<file path="config.mk">
export PLATFORM = sky130hd
export DESIGN_NAME = gouraud_span_alpha_blender_top
export DESIGN_NICKNAME = d
export VERILOG_FILES = /design/src/design/gsab_pkg.sv /design/src/design/gouraud_span_alpha_blender_top.sv /design/src/design/gsab_front.sv /design/src/design/gsab_queue.sv /design/src/design/gsab_back.sv
export VERILOG_INCLUDE_DIRS = /design/src /design/src/design
export SDC_FILE = /design/constraint.sdc
export NUM_CORES = 2
export LEC_CHECK = 0
export ABC_AREA = 1
export BUFFER_PORTS_ARGS = -buffer_cell sky130_fd_sc_hd__buf_4
export CORE_UTILIZATION = 30
export CTS_CLUSTER_DIAMETER = 60
export CTS_CLUSTER_SIZE = 30
export DETAILED_ROUTE_END_ITERATION = 7
export PLACE_DENSITY = 0.48
export SLEW_MARGIN = 20
export SYNTH_ARGS = -nofsm -noshare
export SYNTH_HDL_FRONTEND = slang
export SYNTH_HIERARCHICAL = 1
export SYNTH_SLANG_ARGS = --single-unit
</file>
<file path="constraint.sdc">
create_clock -name i_clk -period 12.1 [get_ports i_clk]
set_input_delay 2.42 -clock i_clk [delete_from_list [all_inputs] [get_ports i_clk]]
set_output_delay 2.42 -clock i_clk [all_outputs]
set_load 0.03 [all_outputs]
</file>
<file path="src/design/gouraud_span_alpha_blender_top_defines.svh">
// assertion macros shared by the span blender modules
// no dependencies; each macro compiles to nothing when SYNTHESIS is defined
`ifndef GOURAUD_SPAN_ALPHA_BLENDER_TOP_DEFINES_SVH
`define GOURAUD_SPAN_ALPHA_BLENDER_TOP_DEFINES_SVH

`ifndef SYNTHESIS
// condition holds on every clock edge outside reset
`define GSAB_ASSERT_ALWAYS(lbl, clk, rstn, cond) \
    lbl: assert property (@(posedge clk) disable iff (!(rstn)) (cond)) \
        else $error("assertion failed");
// antecedent implies consequent on the same edge
`define GSAB_ASSERT_IMPL(lbl, clk, rstn, ante, cons) \
    lbl: assert property (@(posedge clk) disable iff (!(rstn)) (ante) |-> (cons)) \
        else $error("assertion failed");
// antecedent implies consequent on the next edge
`define GSAB_ASSERT_NEXT(lbl, clk, rstn, ante, cons) \
    lbl: assert property (@(posedge clk) disable iff (!(rstn)) (ante) |=> (cons)) \
        else $error("assertion failed");
`else
`define GSAB_ASSERT_ALWAYS(lbl, clk, rstn, cond)
`define GSAB_ASSERT_IMPL(lbl, clk, rstn, ante, cons)
`define GSAB_ASSERT_NEXT(lbl, clk, rstn, ante, cons)
`endif

`endif

</file>
<file path="src/design/gsab_pkg.sv">
// types and constants of the gouraud span alpha blender
// no dependencies
package gsab_pkg;

    localparam int NUM_CH = 4;          // red, green, blue, alpha
    localparam int ACC_W  = 17;
    localparam int STEP_W = 18;
    localparam int LANE_W = 8;
    localparam int PIX_W  = 32;

    localparam logic [ACC_W-1:0] ACC_MAX = 17'h10000;
    localparam int CH_ALPHA = 3;

    typedef logic [ACC_W-1:0]         t_acc;
    typedef logic signed [STEP_W-1:0] t_step;
    typedef logic [PIX_W-1:0]         t_pixel;

    typedef enum logic {
        CMD_LOAD  = 1'b0,
        CMD_PIXEL = 1'b1
    } t_cmd;

    // one pixel of work handed from the front to the back
    typedef struct packed {
        t_pixel dst;
        t_pixel src;
        logic   blend;
    } t_work;

endpackage

</file>
<file path="src/design/gouraud_span_alpha_blender_top.sv">
// Gouraud span shader with alpha blending over the destination pixel.
// A load item (cmd 0) sets the red, green, blue and alpha 1.16 accumulators
// and their signed steps and gives no result; a pixel item (cmd 1) gives one
// result, the packed interpolated colour, its blend over dest_pixel or, in
// blend mode with zero alpha, dest_pixel unwritten, after which the
// accumulators step and saturate to 0..0x10000. A stream runs at one item
// per clock while the work queue has room. An accepted pixel is written into
// a work queue of QUEUE_DEPTH entries; when the back pops it, it is mixed and
// loaded into the output register. The input stalls only when that queue is
// full; queue and output register hold QUEUE_DEPTH + 1 pixels between them,
// so a steady stream stalls its input once the output side has held off
// until both are full. The blend_enable register resets to 1 and is written
// through the configuration channel, which is always ready.
// depends on gsab_pkg, gsab_front, gsab_queue and gsab_back
module gouraud_span_alpha_blender_top #(
    parameter int QUEUE_DEPTH = 2
) (
    input  logic         i_clk,
    input  logic         i_rst_n,
    input  logic         i_cfg_valid,
    output logic         o_cfg_ready,
    input  logic         i_cfg_data,
    input  logic         i_valid,
    output logic         o_ready,
    input  logic         i_cmd,
    input  logic [31:0]  i_dest_pixel,
    input  logic [16:0]  i_red_start,
    input  logic [16:0]  i_green_start,
    input  logic [16:0]  i_blue_start,
    input  logic [16:0]  i_alpha_start,
    input  logic signed [17:0] i_red_step,
    input  logic signed [17:0] i_green_step,
    input  logic signed [17:0] i_blue_step,
    input  logic signed [17:0] i_alpha_step,
    output logic         o_valid,
    input  logic         i_ready,
    output logic [31:0]  o_pixel_out,
    output logic         o_write_pixel
);
    import gsab_pkg::*;

    t_acc   w_start [NUM_CH];
    t_step  w_step  [NUM_CH];
    logic   w_full;
    logic   w_push;
    t_work  w_in_work;
    logic   w_pop;
    logic   w_empty;
    t_work  w_out_work;

    assign w_start[0] = i_red_start;
    assign w_start[1] = i_green_start;
    assign w_start[2] = i_blue_start;
    assign w_start[3] = i_alpha_start;
    assign w_step[0]  = i_red_step;
    assign w_step[1]  = i_green_step;
    assign w_step[2]  = i_blue_step;
    assign w_step[3]  = i_alpha_step;

    gsab_front u_front (
        .i_clk        (i_clk),
        .i_rst_n      (i_rst_n),
        .i_cfg_valid  (i_cfg_valid),
        .o_cfg_ready  (o_cfg_ready),
        .i_cfg_data   (i_cfg_data),
        .i_valid      (i_valid),
        .o_ready      (o_ready),
        .i_cmd        (i_cmd),
        .i_dest_pixel (i_dest_pixel),
        .i_start      (w_start),
        .i_step       (w_step),
        .i_queue_full (w_full),
        .o_push       (w_push),
        .o_work       (w_in_work)
    );

    gsab_queue #(
        .DEPTH (QUEUE_DEPTH)
    ) u_queue (
        .i_clk   (i_clk),
        .i_rst_n (i_rst_n),
        .i_push  (w_push),
        .i_data  (w_in_work),
        .o_full  (w_full),
        .i_pop   (w_pop),
        .o_data  (w_out_work),
        .o_empty (w_empty)
    );

    gsab_back u_back (
        .i_clk         (i_clk),
        .i_rst_n       (i_rst_n),
        .i_work        (w_out_work),
        .i_empty       (w_empty),
        .o_pop         (w_pop),
        .o_valid       (o_valid),
        .i_ready       (i_ready),
        .o_pixel_out   (o_pixel_out),
        .o_write_pixel (o_write_pixel)
    );

endmodule

</file>
<file path="src/design/gsab_front.sv">
// front part: span state, load decoding, source colour and accumulator stepping
// depends on gsab_pkg and the assertion macro header
`include "gouraud_span_alpha_blender_top_defines.svh"

module gsab_front (
    input  logic                  i_clk,
    input  logic                  i_rst_n,
    input  logic                  i_cfg_valid,
    output logic                  o_cfg_ready,
    input  logic                  i_cfg_data,
    input  logic                  i_valid,
    output logic                  o_ready,
    input  logic                  i_cmd,
    input  gsab_pkg::t_pixel      i_dest_pixel,
    input  gsab_pkg::t_acc        i_start [gsab_pkg::NUM_CH],
    input  gsab_pkg::t_step       i_step  [gsab_pkg::NUM_CH],
    input  logic                  i_queue_full,
    output logic                  o_push,
    output gsab_pkg::t_work       o_work
);
    import gsab_pkg::*;

    t_acc  r_acc  [NUM_CH];
    t_acc  n_acc  [NUM_CH];
    t_step r_step [NUM_CH];
    t_step n_step [NUM_CH];
    logic  r_blend;
    logic  n_blend;

    logic  w_accept;
    logic  [LANE_W-1:0] w_lane [NUM_CH];
    logic  signed [STEP_W:0] w_sum [NUM_CH];

    assign o_cfg_ready = 1'b1;
    assign o_ready     = !i_queue_full;
    assign w_accept    = i_valid && o_ready;

    // full intensity reads as 0xff instead of wrapping
    always_comb begin
        for (int k = 0; k < NUM_CH; k++) begin
            w_lane[k] = r_acc[k][ACC_W-1] ? {LANE_W{1'b1}} : r_acc[k][15:8];
            w_sum[k]  = $signed({2'b00, r_acc[k]}) + $signed({r_step[k][STEP_W-1], r_step[k]});
        end
    end

    always_comb begin
        o_push       = w_accept && (t_cmd'(i_cmd) == CMD_PIXEL);
        o_work.dst   = i_dest_pixel;
        o_work.src   = {w_lane[3], w_lane[2], w_lane[1], w_lane[0]};
        o_work.blend = r_blend;
    end

    always_comb begin
        n_blend = r_blend;
        if (i_cfg_valid && o_cfg_ready) begin
            n_blend = i_cfg_data;
        end
        for (int k = 0; k < NUM_CH; k++) begin
            n_acc[k]  = r_acc[k];
            n_step[k] = r_step[k];
            if (w_accept) begin
                unique case (t_cmd'(i_cmd))
                    CMD_LOAD: begin
                        n_acc[k]  = (i_start[k] > ACC_MAX) ? ACC_MAX : i_start[k];
                        n_step[k] = i_step[k];
                    end
                    CMD_PIXEL: begin
                        // saturate the stepped value to 0..ACC_MAX
                        if (w_sum[k][STEP_W]) begin
                            n_acc[k] = '0;
                        end else if (w_sum[k] > $signed({2'b00, ACC_MAX})) begin
                            n_acc[k] = ACC_MAX;
                        end else begin
                            n_acc[k] = w_sum[k][ACC_W-1:0];
                        end
                    end
                    default: begin
                        n_acc[k] = r_acc[k];
                    end
                endcase
            end
        end
    end

    always_ff @(posedge i_clk) begin
        if (!i_rst_n) begin
            r_blend <= 1'b1;
            for (int k = 0; k < NUM_CH; k++) begin
                r_acc[k]  <= '0;
                r_step[k] <= '0;
            end
        end else begin
            r_blend <= n_blend;
            for (int k = 0; k < NUM_CH; k++) begin
                r_acc[k]  <= n_acc[k];
                r_step[k] <= n_step[k];
            end
        end
    end

    `GSAB_ASSERT_ALWAYS(a_acc_lo, i_clk, i_rst_n, (r_acc[0] <= ACC_MAX) && (r_acc[1] <= ACC_MAX))
    `GSAB_ASSERT_ALWAYS(a_acc_hi, i_clk, i_rst_n, (r_acc[2] <= ACC_MAX) && (r_acc[3] <= ACC_MAX))
    `GSAB_ASSERT_IMPL(a_no_push_full, i_clk, i_rst_n, o_push, !i_queue_full)

endmodule

</file>
<file path="src/design/gsab_queue.sv">
// short register queue of pixel work between the front and the back
// depends on gsab_pkg and the assertion macro header
`include "gouraud_span_alpha_blender_top_defines.svh"

module gsab_queue #(
    parameter int DEPTH = 2
) (
    input  logic              i_clk,
    input  logic              i_rst_n,
    input  logic              i_push,
    input  gsab_pkg::t_work   i_data,
    output logic              o_full,
    input  logic              i_pop,
    output gsab_pkg::t_work   o_data,
    output logic              o_empty
);
    import gsab_pkg::*;

    localparam int PTR_W = $clog2(DEPTH);
    localparam int CNT_W = $clog2(DEPTH + 1);
    localparam logic [PTR_W-1:0] LAST_PTR = PTR_W'(DEPTH - 1);
    localparam logic [CNT_W-1:0] FULL_CNT = CNT_W'(DEPTH);

    t_work             r_mem [DEPTH];
    logic [PTR_W-1:0]  r_wr_ptr;
    logic [PTR_W-1:0]  n_wr_ptr;
    logic [PTR_W-1:0]  r_rd_ptr;
    logic [PTR_W-1:0]  n_rd_ptr;
    logic [CNT_W-1:0]  r_count;
    logic [CNT_W-1:0]  n_count;

    assign o_full  = (r_count == FULL_CNT);
    assign o_empty = (r_count == '0);
    assign o_data  = r_mem[r_rd_ptr];

    always_comb begin
        n_wr_ptr = r_wr_ptr;
        n_rd_ptr = r_rd_ptr;
        n_count  = r_count;
        if (i_push) begin
            n_wr_ptr = (r_wr_ptr == LAST_PTR) ? '0 : r_wr_ptr + 1'b1;
        end
        if (i_pop) begin
            n_rd_ptr = (r_rd_ptr == LAST_PTR) ? '0 : r_rd_ptr + 1'b1;
        end
        priority if (i_push && !i_pop) begin
            n_count = r_count + 1'b1;
        end else if (i_pop && !i_push) begin
            n_count = r_count - 1'b1;
        end else begin
            n_count = r_count;
        end
    end

    always_ff @(posedge i_clk) begin
        if (!i_rst_n) begin
            r_wr_ptr <= '0;
            r_rd_ptr <= '0;
            r_count  <= '0;
        end else begin
            r_wr_ptr <= n_wr_ptr;
            r_rd_ptr <= n_rd_ptr;
            r_count  <= n_count;
        end
    end

    always_ff @(posedge i_clk) begin
        if (i_push) begin
            r_mem[r_wr_ptr] <= i_data;
        end
    end

    `GSAB_ASSERT_ALWAYS(a_count_range, i_clk, i_rst_n, r_count <= FULL_CNT)
    `GSAB_ASSERT_IMPL(a_pop_nonempty, i_clk, i_rst_n, i_pop, !o_empty)
    `GSAB_ASSERT_NEXT(a_count_up, i_clk, i_rst_n, i_push && !i_pop, r_count == $past(r_count) + 1'b1)

endmodule

</file>
<file path="src/design/gsab_back.sv">
// back part: per-lane alpha mix and the registered result stage
// depends on gsab_pkg
module gsab_back (
    input  logic              i_clk,
    input  logic              i_rst_n,
    input  gsab_pkg::t_work   i_work,
    input  logic              i_empty,
    output logic              o_pop,
    output logic              o_valid,
    input  logic              i_ready,
    output gsab_pkg::t_pixel  o_pixel_out,
    output logic              o_write_pixel
);
    import gsab_pkg::*;

    logic              r_valid;
    logic              n_valid;
    t_pixel            r_pixel;
    t_pixel            n_pixel;
    logic              r_write;
    logic              n_write;

    logic [LANE_W-1:0] w_alpha;
    logic [LANE_W:0]   w_inv;
    logic [15:0]       w_mix [NUM_CH];
    t_pixel            w_blend;

    assign w_alpha = i_work.src[CH_ALPHA*LANE_W +: LANE_W];
    assign w_inv   = 9'h100 - {1'b0, w_alpha};

    // each lane stays below 0x10000, so lanes never carry into each other
    always_comb begin
        for (int k = 0; k < NUM_CH; k++) begin
            w_mix[k] = 16'(i_work.src[k*LANE_W +: LANE_W]) * 16'(w_alpha)
                     + 16'(i_work.dst[k*LANE_W +: LANE_W]) * 16'(w_inv);
            w_blend[k*LANE_W +: LANE_W] = w_mix[k][15:8];
        end
    end

    assign o_pop = !i_empty && (!r_valid || i_ready);

    always_comb begin
        n_valid = r_valid;
        n_pixel = r_pixel;
        n_write = r_write;
        if (o_valid && i_ready) begin
            n_valid = 1'b0;
        end
        if (o_pop) begin
            n_valid = 1'b1;
            priority if (!i_work.blend) begin
                n_pixel = i_work.src;
                n_write = 1'b1;
            end else if (w_alpha == '0) begin
                // transparent source leaves the destination alone
                n_pixel = i_work.dst;
                n_write = 1'b0;
            end else begin
                n_pixel = w_blend;
                n_write = 1'b1;
            end
        end
    end

    always_ff @(posedge i_clk) begin
        if (!i_rst_n) begin
            r_valid <= 1'b0;
        end else begin
            r_valid <= n_valid;
        end
    end

    always_ff @(posedge i_clk) begin
        r_pixel <= n_pixel;
        r_write <= n_write;
    end

    assign o_valid       = r_valid;
    assign o_pixel_out   = r_pixel;
    assign o_write_pixel = r_write;

endmodule

</file>
==> impl_metrics.json <==
{
  "outcome": "finished clean",
  "start_util_pct": 30.4,
  "die_area_mm2": 0.122,
  "synth_edf_count": 163,
  "period_needed_ps": 8110,
  "ant_nets": 0,
  "synthFlopType": "edfxtp_1",
  "skew_ps": 36.8,
  "clockBufferDepth": 3,
  "drive_above_1_share_pct": 10.9,
  "wl_per_cell_um": 17.9,
  "yosysTopAreaCell": "fa_1",
  "rsz0062_at_grt": "no",
  "avgSynthCellArea_um2": 7.86,
  "vias": 29165,
  "holdBufCountCts": 0,
  "die_h_um": 349,
  "core_mm2": 0.119,
  "cpPeakStageDelay_ps": 750,
  "start_kind": "flip-flop",
  "dpl.hpwl_um": 85700,
  "portBuffers": 213,
  "clk_latency_ps": 640,
  "antenna_found_initial": 3,
  "cp_slowest_cell": "dfxtp_4",
  "pin_count": 215,
  "grt_max_degree": 85,
  "worstMarginPinSlew_ps": 1080,
  "crit_path_frequent_cell": "nand2_1",
  "min_period_over_period_pct": 67.0,
  "track_usage_pct": 18.7,
  "ys_top_cells_by_area": "fa_1, edfxtp_1, nand2_1",
  "cp_max_fo": 35,
  "yosys-top-cells-count": "nand2_1, inv_1, nor2_1",
  "rows": 126,
  "cts_sinks": 310,
  "totalWireLength_um": 113000,
  "setup_viol": 0,
  "vias_per_cell": 4.63,
  "netlist_area_mm2": 0.0360,
  "die_x_um": 349,
  "ctsResizeCount": 0,
  "hold_class": "flip-flop to flip-flop",
  "end_kind": "flip-flop",
  "synth_seq_cells": 310,
  "syn_nets": 5466,
  "finalNetCount": 5548,
  "fin_tns_setup_ps": 0,
  "numCtsBuffers": 41,
  "postCtsSetupBuffers": 0,
  "synth_seq_area_share_pct": 21.7,
  "max_slew_margin_pct": 28.0,
  "fmax_ghz": 0.123,
  "r2r_setup_slack_ps": 3990,
  "root_buffer": "clkbuf_16",
  "slew_viol_final": 0,
  "cp.required_ps": 12490,
  "grt_pass1_vias": 30156,
  "yosysTopAreaCellShare_pct": 22.2,
  "syn_to_final_growth_pct": 12.0,
  "ctsHtreeMaxLevel": 2,
  "place_congestion": 0.886,
  "synthCells": 4585,
  "yosys_warnings": 6,
  "first_iter_violations": 1668,
  "drt_pass1_iterations": 5,
  "grt_overflow": 0,
  "cts_tree": "built",
  "critical_path_class": "flip-flop to flip-flop",
  "worstPathArrival_ps": 8500,
  "finalHoldViolations": 0,
  "synth_cell_types": 53,
  "grt_pass1_wl_um": 176000,
  "yosysMostFrequentCell": "nand2_1",
  "diodes": 0,
  "cap_violations": 0,
  "async_flop_share_pct": 0,
  "drc": 0,
  "clk_pin_slew_worst_paths_ps": 80
}
[stage by stage]
step	utilization, %	hold slack, ps	area, um^2	instances	worst slack [ps]
4_1_cts	34.0	512	40300	6299	4020
5_1_grt	34.0	531	40400	6300	3530
3_5_place_dp	32.7	499	38800	6223	4060
2_1_floorplan	-	441	36000	4585	5370
3_3_place_gp	32.7	481	38800	6223	4110
6_report	34.0	504	40400	6300	3990
[critical path: cells and delay by family, from the launching register on]
| family | cells | cell delay, ps |
|---|---|---|
| muxes | 1 | 710 |
| buffers and inverters | 6 | 1010 |
| and+or+nand+nor | 13 | 1680 |
| adders and majority gates | 8 | 3610 |
| AOI/OAI and AO/OA | 1 | 90 |
| DFF | 1 | 750 |
[area by class of cell]
| type | instances | area (um^2) |
|---|---|---|
| Clock buffer | 43 | 1060 |
| Clock inverter | 33 | 490 |
| Fill cell | 12737 | 78200 |
| Inverter | 984 | 3700 |
| Multi-Input combinational cell | 3094 | 23500 |
| Sequential cell | 310 | 7840 |
| Tap cell | 1600 | 2000 |
| Timing Repair Buffer | 236 | 1790 |
[per-layer routing]
layer | up-vias | GRT usage, % | share of wire [%]
met5 | - | 0 | 0.031
met4 | 6 | 4.05 | 1.8
met3 | 117 | 2.18 | 5.0
met2 | 681 | 31.0 | 46
met1 | 14105 | 26.1 | 47
li1 | 14256 | - | -
[final timing paths]
kind	cells past startpoint	from	end
setup reg to reg	29	flip-flop	u_back/o_pixel_out[2]
hold / removal	2	u_queue/r_rd_ptr	u_queue/r_rd_ptr
hold reg to reg	2	u_queue/r_rd_ptr	u_queue/r_rd_ptr
setup / recovery	29	flip-flop	u_back/o_pixel_out[2]
[flip-flops by register name (all words and copies together) (netlist names), named ones only]
| name | count |
|---|---|
| u_back/o_write_pixel | 1 |
| u_queue/r_wr_ptr | 1 |
| u_queue/r_rd_ptr | 1 |
| u_queue/r_count | 2 |
| u_front/r_acc | 68 |
| u_queue/r_mem | 130 |
| u_front/r_step | 72 |
| u_back/o_valid | 1 |
| u_front/r_blend | 1 |
| u_back/o_pixel_out | 32 |
[layout by cell type (no fill, tap or decap), types with 7 or more instances in the layout]
cell       synthesis  layout
ha_1             302     302
a31oi_1           15      15
a21oi_2           21      21
inv_8              0       8
nor3_1            19      19
mux2_4            50      50
nor2_1           498     496
nand4_1           22      22
or2_2             18      18
xor2_1            17      17
nand3b_1          40      40
buf_4             39     235
nor4_1            13      13
a32oi_1           50      50
inv_2             14      16
edfxtp_1         163     163
a21oi_1          191     190
nand2_1         1007    1006
nand2_2           17      18
nor3_2             7       7
xnor2_1           22      21
mux2_2            15      15
nand3_1          185     185
fa_1             400     400
clkbuf_16          0      42
o21ai_0           95      95
nor2_4            18      20
inv_1            967     965
dfxtp_1          147     146
nor2_2            15      15
nand3_2           11      11
[cells by family after synthesis]
kind of cell	after synthesis	share of synthesized area, %
AND/OR/NAND/NOR	1883	22.2
XOR/XNOR	42	1.08
multiplexers	65	2.55
flip-flops	310	21.7
AO/OA/AOI/OAI	401	6.53
buffers and inverters	1181	13.2
other	1	0.0104
adder cells (fa/ha/maj)	702	32.7
Power is left out: the tool's default activity adds up to more than one toggle a clock period on the data nets, which glitch-free logic cannot reach.
